--- config.mk ---
export PLATFORM = sky130hd
export DESIGN_NAME = qrs_sqrt
export DESIGN_NICKNAME = d
export VERILOG_FILES = /design/src/hw/rtl/qrs_pkg.sv /design/src/hw/rtl/qrs_sqrt.sv
export SDC_FILE = /design/constraint.sdc
export NUM_CORES = 2
export LEC_CHECK = 0
export BUFFER_PORTS_ARGS = -buffer_cell sky130_fd_sc_hd__buf_4
export CORE_MARGIN = 1.5
export CORE_UTILIZATION = 45
export DETAILED_ROUTE_END_ITERATION = 12
export PLACE_DENSITY_LB_ADDON = 0.08
export REMOVE_ABC_BUFFERS = 1
export SYNTH_ARGS = -nofsm -noshare
export SYNTH_HDL_FRONTEND = slang
export SYNTH_SLANG_ARGS = --single-unit
--- constraint.sdc ---
create_clock -name clk -period 5.2 [get_ports clk]
set_input_delay 0.78 -clock clk [delete_from_list [all_inputs] [get_ports clk]]
set_output_delay 0.78 -clock clk [all_outputs]
set_load 0.005 [all_outputs]
--- src/hw/rtl/qrs_pkg.sv ---
// shared constants for the quadratic root solver
`timescale 1ns / 1ps
`default_nettype none
package qrs_pkg;
    localparam int COEF_WIDTH_DEF = 16;
    localparam int FRAC_BITS      = 16;
    localparam int OUT_WIDTH      = 34;
endpackage
`default_nettype wire

--- src/hw/rtl/qrs_sqrt.sv ---
// pipelined integer square root of mag * 2^32, one root bit per stage
`timescale 1ns / 1ps
`default_nettype none
module qrs_sqrt #(
    parameter int MW     = 33,
    parameter int RW     = 33,
    parameter int SIDE_W = 1
) (
    input  wire               clk,
    input  wire               rst_n,
    input  wire               en,
    input  wire               in_valid,
    input  wire  [MW-1:0]     mag,
    input  wire  [SIDE_W-1:0] in_side,
    output logic              out_valid,
    output logic [RW-1:0]     root,
    output logic [SIDE_W-1:0] out_side
);
    localparam int RADW = 2 * RW;
    localparam int SH   = 2 * qrs_pkg::FRAC_BITS;

    logic              vld [0:RW];
    logic [RW-1:0]     rt  [0:RW];
    logic [RW+1:0]     rm  [0:RW];
    logic [RADW-1:0]   rad [0:RW];
    logic [SIDE_W-1:0] sd  [0:RW];

    assign vld[0] = in_valid;
    assign rt[0]  = '0;
    assign rm[0]  = '0;
    assign rad[0] = RADW'({mag, {SH{1'b0}}});
    assign sd[0]  = in_side;

    for (genvar i = 0; i < RW; i++)
    begin : g_stage
        logic [RW+1:0] cat;
        logic [RW+1:0] trial;
        logic [RW+1:0] diff;
        logic          take;

        always_comb
        begin
            cat   = {rm[i][RW-1:0], rad[i][RADW-1 -: 2]};
            trial = {rt[i], 2'b01};
            take  = (cat >= trial);
            diff  = cat - trial;
        end

        always_ff @(posedge clk or negedge rst_n)
        begin
            if (!rst_n)
                vld[i+1] <= 1'b0;
            else if (en)
                vld[i+1] <= vld[i];
        end

        always_ff @(posedge clk)
        begin
            if (en)
            begin
                rt[i+1]  <= {rt[i][RW-2:0], take};
                rm[i+1]  <= take ? diff : cat;
                rad[i+1] <= rad[i] << 2;
                sd[i+1]  <= sd[i];
            end
        end
    end

    assign out_valid = vld[RW];
    assign root      = rt[RW];
    assign out_side  = sd[RW];
endmodule
`default_nettype wire

==> flow_metrics.tcl <==
set metrics [dict create \
    leakage_nw 42.2 \
    holdBufCountCts 1 \
    num-fill-cells 18800 \
    cts_tree "done" \
    post-route-period-util_pct 83.4 \
    clock_sink_count 1885 \
    drt_iter0_drc 4282 \
    stdcell_area_sq_um 109000 \
    finalClockSkew_ps 30.2 \
    placementRows 170 \
    hold_viol 0 \
    cts_root_buf "clkbuf_16" \
    ir_worst_vdd_mv 0.334 \
    synth_area_sq_um 97600 \
    synth_edf_count 1852 \
    required_ps 5770 \
    ant_nets 0 \
    grt_max_degree 151 \
    hold_slack_ps 98.6 \
    finalMaxSlewViolations 0 \
    hp-start "mag[1]" \
    path_max_fanout 5 \
    syn_inst 8320 \
    setup_ws_ps 862 \
    dpl_worst_slack_ps 862 \
    place_area_sq_um 102000 \
    ios 73 \
    vias 62100 \
    grt_pass1_vias 60800 \
    async_flop_share_pct 1.75 \
    drt-total-wl_microns 206000 \
    drcViolationCount 0 \
    synth.distinct_cells 97 \
    syn_area_per_cell_sq_um 11.7 \
    grt_overflow 0 \
    drive_gt1_share_pct 7.24 \
    powerDensity_nw_per_um2 443 \
    track_usage_pct 18.6 \
    layoutNonFillerInstCount 11500 \
    synth_top_area_cell "edfxtp_1" \
    final.setup.tns_ps 0 \
    numCtsBuffers 205 \
    grt_pass1_wl_microns 329000 \
    worst-slew-pin-transition_ps 1240 \
    yosys.area.top_type_share_pct 57.0 \
    finalPower_mw 48.2 \
    period_needed_ps 4340 \
    htreeDepth 4 \
    synth_seq_area_share_pct 57.8 \
    fmax_mhz 231 \
    area_delta_synth_final_pct 11.5 \
    initial_core_util_pct 45.4 \
    status "completed" \
    criticalPathCategory "reg -> reg" \
    place_inst 11100 \
    dp_hpwl_microns 151000 \
    clkTransAtPathRegs_ps 60 \
    wl_per_cell_microns 17.9 \
    nNetsFinal 9123 \
    rsz0062_at_grt "no" \
    setup_violations 0 \
    dr.pass1.iters 6 \
    synth.area.top_cells "edfxtp_1 57%, ha_1 7.2%, xor2_1 3.6%" \
    core-area_sq_um 215000 \
    hold_class "in -> reg" \
    antenna_found_initial 2 \
    synth-main-ff-cell "edfxtp_1" \
    ys_seq_elements 1885 \
    yosys_warnings 0 \
    maxCapViolations 0 \
    critPathArrivalTime_ps 4910 \
    die-width_microns 469 \
    max-slew-margin-rel_pct 17.0 \
    post-cts-setup-buffers 0 \
    chipHeight_microns 469 \
    vias_per_cell 5.39 \
    critPathLaunchType "register" \
    gp_congestion 0.863 \
    io_buffers 72 \
    cts_resized 0 \
    cp-end-kind "register" \
    insertion_delay_ps 870 \
    critPathLaunch "g_stage[29].cat[2]" \
    finish.utilization_pct 50.6 \
    clock_path_buffers 3 \
    r2r_start "g_stage[29].cat[2]" \
    fp.dieArea_sq_um 220000 \
]
worst paths after layout:
check | slack, ps | end | cells past startpoint
worst max register to register | 860 | g_stage[30].cat[34] | 11
max in group asynchronous | 4500 | vld[17] | 2
min in group asynchronous | 400 | vld[32] | 2
worst min register to register | 410 | rad[1640] | 0
worst max-delay path | 860 | g_stage[30].cat[34] | 11
worst min-delay path | 100 | rad[2147] | 1
synth_stat cells, drive strengths merged (69+ instances only):
| cell | instances |
|---|---|
| o21bai | 70 |
| o21a | 91 |
| nand4 | 69 |
| nand2b | 87 |
| a21oi | 647 |
| nand3 | 123 |
| clkbuf | 150 |
| ha | 562 |
| nor4 | 109 |
| mux2 | 117 |
| inv | 714 |
| a21o | 204 |
| nor2 | 584 |
| o21ai | 451 |
| xor2 | 405 |
| xnor2 | 402 |
| edfxtp | 1852 |
| or3 | 91 |
| nand2 | 590 |
| nor3 | 203 |
report_power, final:
part,internal (mW),total [mW],switching [mW],leakage (nW)
Sequential,19.8,21.5,1.65,18.0
Combinational,5.12,11.8,6.73,20.9
Clock,8.76,14.9,6.11,3.33
Total,33.7,48.2,14.5,42.2
critical path, stage by stage (launching register included):
cell and delay [ps]:
edfxtp_1 470, ha_1 270, fa_1 420, a211o_1 340, a2111oi_0 620, o21ai_0 260
a21oi_1 400, o31ai_1 130, buf_4 180, a41o_1 290, a2111oi_0 530, o21ai_0 150
cells by family after synthesis:
family	count (synthesis)	share of synthesized area (%)
compound gates	1883	11.9
xor+xnor	807	7.24
fa+ha+maj	577	7.51
buf+inv	877	3.38
flops	1885	57.8
mux	123	1.41
other cells	1	0.00384
simple gates	2167	10.8
cells in the final DEF, fill, tap and decap left out, types with 106 or more instances in the layout:
cell type  Yosys  routed
a21o_1       204     204
a21oi_1      646     645
buf_4          0     126
clkbuf_16      0     207
edfxtp_1    1852    1852
ha_1         562     562
inv_1        708     708
mux2_2       114     114
nand2_1      590     590
nand3_1      123     123
nor2_1       584     584
nor3_1       202     201
nor4_1       107     106
o21ai_0      439     439
xnor2_1      402     402
xor2_1       405     405
metal layers:
layer / vias up / track usage [%] / share of wire (%)
li1: 30900 / - / -
met1: 29700 / 26.0 / 48
met2: 1116 / 30.1 / 46
met3: 312 / 2.63 / 3.9
met4: 4 / 5.34 / 2.4
met5: - / 0 / 0.016
sequential cells by signal, indices dropped and copies added (netlist names):
register and cells:
out_side 1, g_stage.trial 528, rad 240, sd 32, out_valid 1, vld 32
g_stage.cat 1018, root 33
final cells by class:
class,instances,area (sq um),share of cell area (%)
diodes,3,7.51,0.00690
well taps,2838,3550,3.26
flip-flops and latches,1885,56400,51.9
clock inverters,118,1470,1.35
multi-input cells,5558,38000,34.9
clock buffers,257,5430,4.99
repair buffers,142,1260,1.16
inverters,716,2690,2.47
Note: power is estimated with default switching activity, not from simulation.
