$ cat config.mk
export PLATFORM = sky130hd
export DESIGN_NAME = qrs_div
export DESIGN_NICKNAME = d
export VERILOG_FILES = /design/src/hw/rtl/qrs_div.sv
export SDC_FILE = /design/constraint.sdc
export NUM_CORES = 2
export LEC_CHECK = 0
export BUFFER_PORTS_ARGS = -buffer_cell sky130_fd_sc_hd__clkbuf_2
export CORE_MARGIN = 1
export CORE_UTILIZATION = 40
export DETAILED_ROUTE_END_ITERATION = 10
export GPL_TIMING_DRIVEN = 0
export PLACE_DENSITY = 0.6
export REMOVE_ABC_BUFFERS = 1
export SKIP_LAST_GASP = 1
export SLEW_MARGIN = 20
export SYNTH_ARGS = -nofsm -noshare
export SYNTH_HDL_FRONTEND = slang
export SYNTH_SLANG_ARGS = --single-unit
$ cat constraint.sdc
create_clock -name clk -period 4.05 [get_ports clk]
set_input_delay 0.2025 -clock clk [delete_from_list [all_inputs] [get_ports clk]]
set_output_delay 0.2025 -clock clk [all_outputs]
set_load 0.01 [all_outputs]
$ cat src/hw/rtl/qrs_div.sv
// pipelined restoring unsigned divider, one quotient bit per stage
`timescale 1ns / 1ps
`default_nettype none
module qrs_div #(
    parameter int N      = 33,
    parameter int DW     = 17,
    parameter int SIDE_W = 1
) (
    input  wire               clk,
    input  wire               rst_n,
    input  wire               en,
    input  wire               in_valid,
    input  wire  [N-1:0]      num,
    input  wire  [DW-1:0]     den,
    input  wire  [SIDE_W-1:0] in_side,
    output logic              out_valid,
    output logic [N-1:0]      quot,
    output logic [SIDE_W-1:0] out_side
);
    logic              vld [0:N];
    logic [N-1:0]      nq  [0:N];
    logic [DW-1:0]     rm  [0:N];
    logic [DW-1:0]     dv  [0:N];
    logic [SIDE_W-1:0] sd  [0:N];

    assign vld[0] = in_valid;
    assign nq[0]  = num;
    assign rm[0]  = '0;
    assign dv[0]  = den;
    assign sd[0]  = in_side;

    for (genvar i = 0; i < N; i++)
    begin : g_stage
        logic [DW:0] cat;
        logic [DW:0] diff;
        logic        take;

        always_comb
        begin
            cat  = {rm[i], nq[i][N-1]};
            take = (cat >= {1'b0, dv[i]});
            diff = cat - {1'b0, dv[i]};
        end

        always_ff @(posedge clk or negedge rst_n)
        begin
            if (!rst_n)
                vld[i+1] <= 1'b0;
            else if (en)
                vld[i+1] <= vld[i];
        end

        // quotient bits shift in where numerator bits shift out
        always_ff @(posedge clk)
        begin
            if (en)
            begin
                nq[i+1] <= {nq[i][N-2:0], take};
                rm[i+1] <= take ? diff[DW-1:0] : cat[DW-1:0];
                dv[i+1] <= dv[i];
                sd[i+1] <= sd[i];
            end
        end
    end

    assign out_valid = vld[N];
    assign quot      = nq[N];
    assign out_side  = sd[N];
endmodule
`default_nettype wire

==> results.md <==
- Status: completed
- Mean Syn Cell Area: 14.3 sq um
- 1st-iter DRT viols: 3624
- Starting Density: 0.403
- Worst-path clk slew: 0.06 ns
- GR Overflow Total: 0
- Pleak: 43.4 nW
- Die W: ~500 um
- CTS tree: yes
- Die ar.: 250000 sq um
- Final Slew Violations: 0
- CP Data Arrival Time: 4.49 ns
- Design Power: 0.0833 W
- TritonCTS Buffers: 241
- Routed vias: around 54000
- Top delay family on crit path: compound AO/OA/AOI/OAI gates
- Detail Placement HPWL: between 100000 and 150000 um
- Routed length per instance: ~16 um
- Fin area: 114000 sq um
- DR vias/cell: approximately 5
- Worst-Margin Slew: 0.997 ns
- Final WL: 172000 um
- Hold crit path type: in -> reg
- Part of the Yosys area used for sequential elements: 0.677
- Ys flop type: edfxtp_1
- CP Max Fanout: 16
- DRT Pass-1 Iters: 6
- DRC Markers: 0
- Worst setup EP type: flop
- Cell area after synthesis: about 99000 sq um
- Final #Nets: 7911
- Largest stage delay, worst path: 0.42 ns
- Synthesized instance count: 6920
- Final setup fails: 0
- Clk sinks: about 2200
- Kind of critical path: reg -> reg
- Max Clk Rate: 0.258 GHz
- Synth cell types: 86
- Synth warn: 0
- Relative slew slack: 0.335
- RSZ-0062 raised after global routing: no
- I/O pin cnt: 90
- Antenna Nets Post-Route: 0
- Initial antenna violation count: 4
- Post-synth EDFFs: 2210
- Final hold vios: 0
- VDD IR-drop max: 0.000478 V
- Vias in the first global route: 55100
- Worst-path cell chain: inv_1 > ha_1 > inv_1 > fa_1 > a21o_1 > a21oi_1 > nor2_1 > o31ai_1 > a21boi_0 > o21ai_0 > a31o_4 > inv_1 > mux2_2
- Port bufs: 89
- FILL cells: 21400
- H-Tree Depth: 4
- Cells after DPL: 10200
- Worst-case clock buffer depth: 3
- Area of placed instances: 104000 sq um
- First-pass GRT wire length: 280000 um
- Max Cap Viol: 0
- Worst setup SP type: flop
- Hold WS: 0.0893 ns
- CTS root buf: clkbuf_16
- Chip height: between 500 and 600 um
- Pin count of the biggest net entering global routing: 105
- CP bufs+invs: 3
- Core region area: between 200000 and 250000 sq um
- GRT Total Usage: 0.136
- Cell Rows: 182
- Synthesized flop and latch total: 2243
- Final critical-path required period: just under 4 ns
- CP required: 4.66 ns
- Placer congestion estimate: approximately 0.85
- Final period util: 0.958
- Layout cells sized above 1: 0.111
- Cell mode on critical path: inv_1
- CP max stage cell: o31ai_1
- Area grow syn2layout: 14.4%
- Power per cell area: 734 nW/um^2
- Final clock skew: around 0.075 ns
- Async SR Flop Fraction: 0.0147
- Fin cells: ~11000
- Clock Latency Late Sink: 0.87 ns
==> kinds of logic after synthesis <==
group / after synthesis / share of synthesized area
DFF: 2243 / 0.677
AOI/OAI and AO/OA: 1432 / 0.0907
and+or+nand+nor: 1133 / 0.0534
buffers and inverters: 820 / 0.0331
adders and majority gates: 577 / 0.0751
xor gates and xnor gates: 423 / 0.0373
muxes: 292 / 0.0331
==> cell usage after synthesis (all sizes together), types with 13 or more instances <==
master / n / area share
a211oi: 43 / 0.0034
nand2b: 62 / 0.0039
edfxtp: 2210 / 0.67
xor2: 172 / 0.015
and2: 23 / 0.0015
or3: 17 / 0.0011
mux2i: 24 / 0.0024
ha: 546 / 0.069
nor2: 332 / 0.013
o211ai: 17 / 0.0013
o31a: 13 / 0.0011
a21boi: 22 / 0.0017
dfrtp: 33 / 0.0083
o21ai: 367 / 0.019
mux2: 268 / 0.031
or2: 16 / 0.0010
a31oi: 41 / 0.0030
xnor2: 251 / 0.022
o31ai: 21 / 0.0016
o21bai: 80 / 0.0061
nand4: 83 / 0.0052
a31o: 18 / 0.0016
o21a: 55 / 0.0042
a21o: 182 / 0.014
nand3: 66 / 0.0033
fa: 31 / 0.0063
nor2b: 44 / 0.0028
a211o: 15 / 0.0013
a21oi: 459 / 0.023
nand2: 341 / 0.013
inv: 701 / 0.027
nor3: 77 / 0.0039
buf: 65 / 0.0045
clkbuf: 53 / 0.0020
and3: 25 / 0.0016
==> report_power, final <==
| part | internal (W) | switching (W) | leakage, nW |
|---|---|---|---|
| logic | 0.0127 | 0.0152 | 17.6 |
| registers | 0.0317 | 0.00210 | 22.0 |
| clock network | 0.0124 | 0.00912 | 3.83 |
| total | 0.0568 | 0.0265 | 43.4 |
==> stage by stage <==
stage | util | setup TNS, ns | setup WS, ns
5_1_grt | 0.461 | 0 | 0.00232
3_5_place_dp | 0.423 | -370.49 | -1.36
4_1_cts | 0.460 | 0 | 0.0287
2_1_floorplan | - | 0 | 0.117
3_3_place_gp | 0.419 | - | -39.25
6_report | 0.461 | 0 | 0.172
==> placed cells by master (no fill, tap or decap), types with 16 or more instances in the layout <==
cell and count:
a31o_2 17, nor2_1 332, o21a_1 54, and3_1 25, buf_16 31, inv_1 701
edfxtp_1 2210, nand3_1 64, clkbuf_1 44, clkbuf_16 243, xor2_1 172, and2_1 23
bufinv_16 23, o211ai_1 16, mux2i_1 24, clkbuf_2 88, nand2_1 340, nor2b_1 44
xnor2_1 251, o21ai_0 356, o31ai_1 20, fa_1 31, or3_1 17, a211oi_1 41
o21bai_1 80, clkinv_2 51, or2_2 16, dlygate4sd3_1 95, a21oi_1 452, dfrtp_1 33
nand4_1 83, clkinv_1 55, a31oi_1 32, nor3_1 77, a21boi_0 20, nand2b_1 62
mux2_2 260, ha_1 546, a21o_1 182
==> final timing paths <==
check / startpoint / end / slack [ns] / cells past startpoint
min in group asynchronous: rst_n / vld[20] / 0.41 / 4
max reg2reg: g_stage[3].cat[0] / g_stage[4].cat[16] / 0.17 / 13
max: g_stage[3].cat[0] / g_stage[4].cat[16] / 0.17 / 13
max in group asynchronous: rst_n / vld[24] / 3.48 / 4
min reg2reg: nq[790] / g_stage[11].cat[0] / 0.35 / 0
min: den[1] / dv[545] / 0.09 / 2
==> routing by layer <==
metal	GRT usage	vias to the layer above	wire, um
met5	0	-	0
met4	0.0464	0	5160
met3	0.0240	373	6290
met2	0.243	926	87600
met1	0.165	26200	73400
li1	-	26400	-
==> flip-flops by register name, indices dropped and copies added, names as in the netlist <==
signal       flops
dv             544
g_stage.cat    576
nq            1024
out_side         1
out_valid        1
quot            33
sd              32
vld             32
==> area by class of cell <==
type | instances | area [sq um] | share of cell area
sequential | 2243 | 67200 | 0.592
multi-input combinational | 3861 | 29100 | 0.256
clock buffer | 285 | 6200 | 0.0546
tap | 3312 | 4140 | 0.0365
inverter | 702 | 2640 | 0.0232
timing repair buffer | 230 | 2540 | 0.0224
clock inverter | 162 | 1710 | 0.0151
antenna | 2 | 5.00 | 0.0000441
==> repair_timing <==
action / CTS / global route
hold buffers: 100 / 0
endpoints found under the hold margin: 169 / 0
buffers inserted: 2 / 6
endpoints found under the setup margin: 242 / 157
cloned: 4 / 3
pin swaps: 2 / 7
resized for setup: 5 / 8
(Power assumes the default switching activity.)
