===== config.mk =====
export PLATFORM = sky130hd
export DESIGN_NAME = qrs_disc
export DESIGN_NICKNAME = d
export VERILOG_FILES = /design/src/hw/rtl/qrs_pkg.sv /design/src/hw/rtl/qrs_disc.sv
export SDC_FILE = /design/constraint.sdc
export NUM_CORES = 2
export LEC_CHECK = 0
export ABC_AREA = 1
export BUFFER_PORTS_ARGS = -buffer_cell sky130_fd_sc_hd__clkbuf_2
export CORE_MARGIN = 5
export CORE_UTILIZATION = 30
export DETAILED_ROUTE_END_ITERATION = 16
export PLACE_DENSITY = 0.56
export SLEW_MARGIN = 20
export SYNTH_ARGS = -nofsm -noshare
export SYNTH_HDL_FRONTEND = slang
export SYNTH_SLANG_ARGS = --single-unit

===== constraint.sdc =====
create_clock -name clk -period 4.75 [get_ports clk]
set_input_delay 0.475 -clock clk [delete_from_list [all_inputs] [get_ports clk]]
set_output_delay 0.475 -clock clk [all_outputs]
set_load 0.02 [all_outputs]

===== src/hw/rtl/qrs_pkg.sv =====
// shared constants for the quadratic root solver
`timescale 1ns / 1ps
`default_nettype none
package qrs_pkg;
    localparam int COEF_WIDTH_DEF = 16;
    localparam int FRAC_BITS      = 16;
    localparam int OUT_WIDTH      = 34;
endpackage
`default_nettype wire


===== src/hw/rtl/qrs_disc.sv =====
// two-stage front end: products, discriminant, magnitudes and signs
`timescale 1ns / 1ps
`default_nettype none
module qrs_disc #(
    parameter int COEF_WIDTH = qrs_pkg::COEF_WIDTH_DEF
) (
    input  wire                          clk,
    input  wire                          rst_n,
    input  wire                          en,
    input  wire                          in_valid,
    input  wire  signed [COEF_WIDTH-1:0] coef_a,
    input  wire  signed [COEF_WIDTH-1:0] coef_b,
    input  wire  signed [COEF_WIDTH-1:0] coef_c,
    output logic                         out_valid,
    output logic [2*COEF_WIDTH:0]        mag,
    output logic [COEF_WIDTH+16:0]       re_num,
    output logic [COEF_WIDTH:0]          divisor,
    output logic                         re_neg,
    output logic                         im_neg,
    output logic                         cplx
);
    localparam int W  = COEF_WIDTH;
    localparam int F  = qrs_pkg::FRAC_BITS;
    localparam int MW = 2 * W + 1;
    localparam int N  = W + F + 1;
    localparam int DW = W + 1;
    localparam int XW = 2 * W + 3;

    logic                  vld_a_reg;
    logic signed [2*W-1:0] bb_reg;
    logic signed [2*W-1:0] ac_reg;
    logic signed [W-1:0]   b_reg;
    logic signed [W-1:0]   a_reg;
    logic signed [W-1:0]   a_eff;

    logic signed [XW-1:0]  disc;
    logic [XW-1:0]         disc_abs;
    logic [W-1:0]          b_abs;
    logic [W-1:0]          a_abs;

    logic                  vld_b_reg;
    logic [MW-1:0]         mag_reg;
    logic [N-1:0]          re_num_reg;
    logic [DW-1:0]         divisor_reg;
    logic                  re_neg_reg;
    logic                  im_neg_reg;
    logic                  cplx_reg;

    // zero a is taken as one
    assign a_eff = (coef_a == '0) ? W'(1) : coef_a;

    always_comb
    begin
        disc     = XW'(bb_reg) - (XW'(ac_reg) <<< 2);
        disc_abs = disc[XW-1] ? XW'(-disc) : XW'(disc);
        b_abs    = b_reg[W-1] ? W'(-b_reg) : W'(b_reg);
        a_abs    = a_reg[W-1] ? W'(-a_reg) : W'(a_reg);
    end

    always_ff @(posedge clk or negedge rst_n)
    begin
        if (!rst_n)
        begin
            vld_a_reg <= 1'b0;
            vld_b_reg <= 1'b0;
        end
        else if (en)
        begin
            vld_a_reg <= in_valid;
            vld_b_reg <= vld_a_reg;
        end
    end

    always_ff @(posedge clk)
    begin
        if (en)
        begin
            bb_reg      <= coef_b * coef_b;
            ac_reg      <= a_eff * coef_c;
            b_reg       <= coef_b;
            a_reg       <= a_eff;
            mag_reg     <= disc_abs[MW-1:0];
            re_num_reg  <= N'({b_abs, {F{1'b0}}});
            divisor_reg <= {a_abs, 1'b0};
            // -b over a: negative when b positive xor a negative
            re_neg_reg  <= (!b_reg[W-1] && (b_reg != '0)) ^ a_reg[W-1];
            im_neg_reg  <= a_reg[W-1];
            cplx_reg    <= disc[XW-1];
        end
    end

    assign out_valid = vld_b_reg;
    assign mag       = mag_reg;
    assign re_num    = re_num_reg;
    assign divisor   = divisor_reg;
    assign re_neg    = re_neg_reg;
    assign im_neg    = im_neg_reg;
    assign cplx      = cplx_reg;
endmodule
`default_nettype wire


==> results.py <==
metrics = {
    "yosys": {
        "synth_seq_cells": 163,
        "synthTopCellsByArea": "fa_1, edfxtp_1, inv_1",
        "netlist_top_cells_count": "inv_1, nand2_1, fa_1, ha_1, nor2_1",
        "syn_area_per_cell_sq_um": 8.22,
        "synthFlopType": "edfxtp_1",
        "synth_cells": 3510,
        "synth_most_common_cell": "inv_1",
        "ys_warn_count": 0,
        "yosysSeqAreaShare_pct": 16.9,
        "synth_area_sq_um": 28900,
        "synth_top_area_cell": "fa_1",
        "synth_edf_count": 161,
        "synth_cell_types": 48,
        "synth_top_area_share_pct": 34.9,
        "synthArstFlopShare_pct": 1.23,
    },
    "finish": {
        "nets": 4772,
        "layout-drive-gt1-share_pct": 25.0,
        "area_delta_synth_final_pct": 28.5,
        "final_area_sq_um": 37100,
        "n_antenna_cell": 0,
        "largest_register_ffs": 33,
    },
    "clocking": {
        "clk_latency_ns": 0.48,
        "cts_root_buf": "clkbuf_16",
        "path_clk_slew_ns": 0.07,
        "clkSinkCount": 163,
        "clock_path_buffers": 2,
        "cts_buffers": 17,
        "cts_tree": "yes",
        "htree_levels": 4,
    },
    "critical_path": {
        "arrival_ns": 5.77,
        "cp-start-kind": "primary input",
        "path_class": "in -> reg",
        "cp-end-kind": "register",
        "cp_max_fo": 4,
        "required_ns": 4.96,
    },
    "die": {
        "die_area_sq_um": 103000,
        "rows": 113,
        "die_h_um": 320,
        "io_pins": 139,
        "die_x_um": 320,
        "initial_core_util_pct": 30.3,
        "core_area_sq_um": 95300,
    },
    "route": {
        "drtIter0Drc": 1171,
        "wl_um": 72300,
        "firstDrtPassIters": 5,
        "ant_nets": 0,
        "vias_per_cell": 4.29,
        "vias": 22700,
        "drt-wirelength-per-cell_um": 13.7,
        "route.detailed.drc": 0,
    },
    "sta": {
        "layout_setup_ws_ns": -0.812,
        "period_needed_ns": 5.56,
        "fin_skew_ns": 0.0245,
        "setup_viol": 41,
        "worst_pin_slew_ns": 0.866,
        "drv_slew": 0,
        "finalHoldViolCount": 0,
        "fin_setup_tns_ns": -18.82,
        "max_freq_mhz": 180,
        "min_period_over_period_pct": 117,
        "rsz0062_at_grt": "true",
        "relSlewSlack_pct": 42.2,
    },
    "job": {
        "drv_cap": 0,
    },
    "placement": {
        "port_buffers": 120,
        "gp_congestion": 0.896,
        "dp_hpwl_um": 61500,
        "place_ws_ns": -1.58,
        "dpl_cell_area_sq_um": 34400,
    },
    "run_status": {
        "status": "finished with violations",
        "violations": "negative setup slack",
    },
    "worst_hold_path": {
        "min_path_type": "in -> reg",
    },
    "global_routing": {
        "grt_pass1_wl_um": 120000,
        "grt_overflow": 0,
        "first_global_vias": 24100,
        "grt_max_degree": 91,
        "antenna_found_initial": 0,
        "grt_use_total_pct": 14.4,
    },
}
==> per-layer routing <==
layer | GRT usage [%] | wire length, um | up-vias
met1 | 18.9 | 31600 | 11200
met3 | 1.07 | 2240 | 48
met4 | 2.88 | 911 | 0
met5 | 0 | 0 | -
li1 | - | - | 11100
met2 | 26.2 | 37500 | 359
==> worst paths after layout <==
| kind | from | end | slack, ns | cells after the start |
|---|---|---|---|---|
| max | coef_a[13] | ac_reg[30]$_DFFE_PP_ | -0.81 | 28 |
| min reg2reg | a_reg[0]$_DFFE_PP_ | divisor[1]$_DFFE_PP_ | 0.49 | 0 |
| max reg2reg | bb_reg[2]$_DFFE_PP_ | mag[25]$_DFFE_PP_ | 1.42 | 22 |
| max in group asynchronous | rst_n | vld_a_reg$_DFFE_PN0P_ | 4.33 | 2 |
| min in group asynchronous | rst_n | out_valid$_DFFE_PN0P_ | 0.32 | 2 |
| min | in_valid | vld_a_reg$_DFFE_PN0P_ | 0.21 | 3 |
==> through the flow <==
step | utilization [%] | hold WS, ns | instances
after detailed placement | 36.1 | 0.264 | 5184
after global routing | 38.9 | 0.221 | 5293
final | 38.9 | 0.214 | 5293
after global placement | 36.1 | 0.262 | 5184
after CTS | 38.1 | 0.187 | 5262
after floorplan | - | 0.179 | 3527
==> placed cells by master (no fill, tap or decap), types with 27 or more instances in the layout <==
cell,count
ha_4,32
inv_1,971
clkbuf_2,91
fa_2,30
xor2_1,63
nor2_1,157
buf_4,391
nand2_1,734
inv_2,71
edfxtp_1,161
fa_1,473
xnor2_1,47
nand3_1,69
ha_1,165
a21oi_1,46
buf_6,73
nand2_2,65
nand2_4,31
a21oi_2,27
nand4_1,27
==> logic make-up (layout without fill, tap and decap cells) <==
logic type	after synthesis	count (layout)	share of synthesized area [%]
buffers and inverters	1176	1677	15.6
AO/OA/AOI/OAI	146	146	2.77
XOR/XNOR	128	128	4.00
other	1	18	0.0130
flip-flops	163	163	16.9
adder cells (fa/ha/maj)	705	705	43.6
AND/OR/NAND/NOR	1191	1191	17.1
==> what timing repair did <==
item,in CTS,in global routing
gates cloned,0,0
hold buffers,1,0
hold endpoints to repair,2,0
gates resized for setup,208,197
setup buffers,49,42
endpoints found under the setup margin,45,47
pin swaps,125,128
==> critical path: stages <==
cell,delay (ns)
clkbuf_2,0.12
nor4_4,0.27
nand4_1,0.15
nand2_2,0.11
inv_2,0.05
nand2_2,0.05
fa_1,0.43
fa_1,0.52
inv_2,0.06
fa_1,0.50
fa_1,0.43
fa_1,0.48
inv_1,0.05
fa_1,0.49
inv_2,0.05
ha_4,0.24
a21oi_4,0.14
nor2_1,0.05
nor2_1,0.12
o21ai_1,0.08
nand3b_1,0.27
nand3_2,0.12
nand2_2,0.07
nand2_2,0.07
nand2_2,0.06
nand2_2,0.06
nand2_2,0.06
xor2_2,0.19
==> cell type report <==
class	count	area (sq um)
Fill cell	9551	58200
Multi-Input combinational cell	2188	21200
Timing Repair Buffer	600	4960
Sequential cell	163	4880
Inverter	1045	3930
Tap cell	1265	1580
Clock buffer	17	425
Clock inverter	15	163
Power is not shown: default switching activity piles up to over one toggle a cycle in this logic, so the estimate is an artifact.
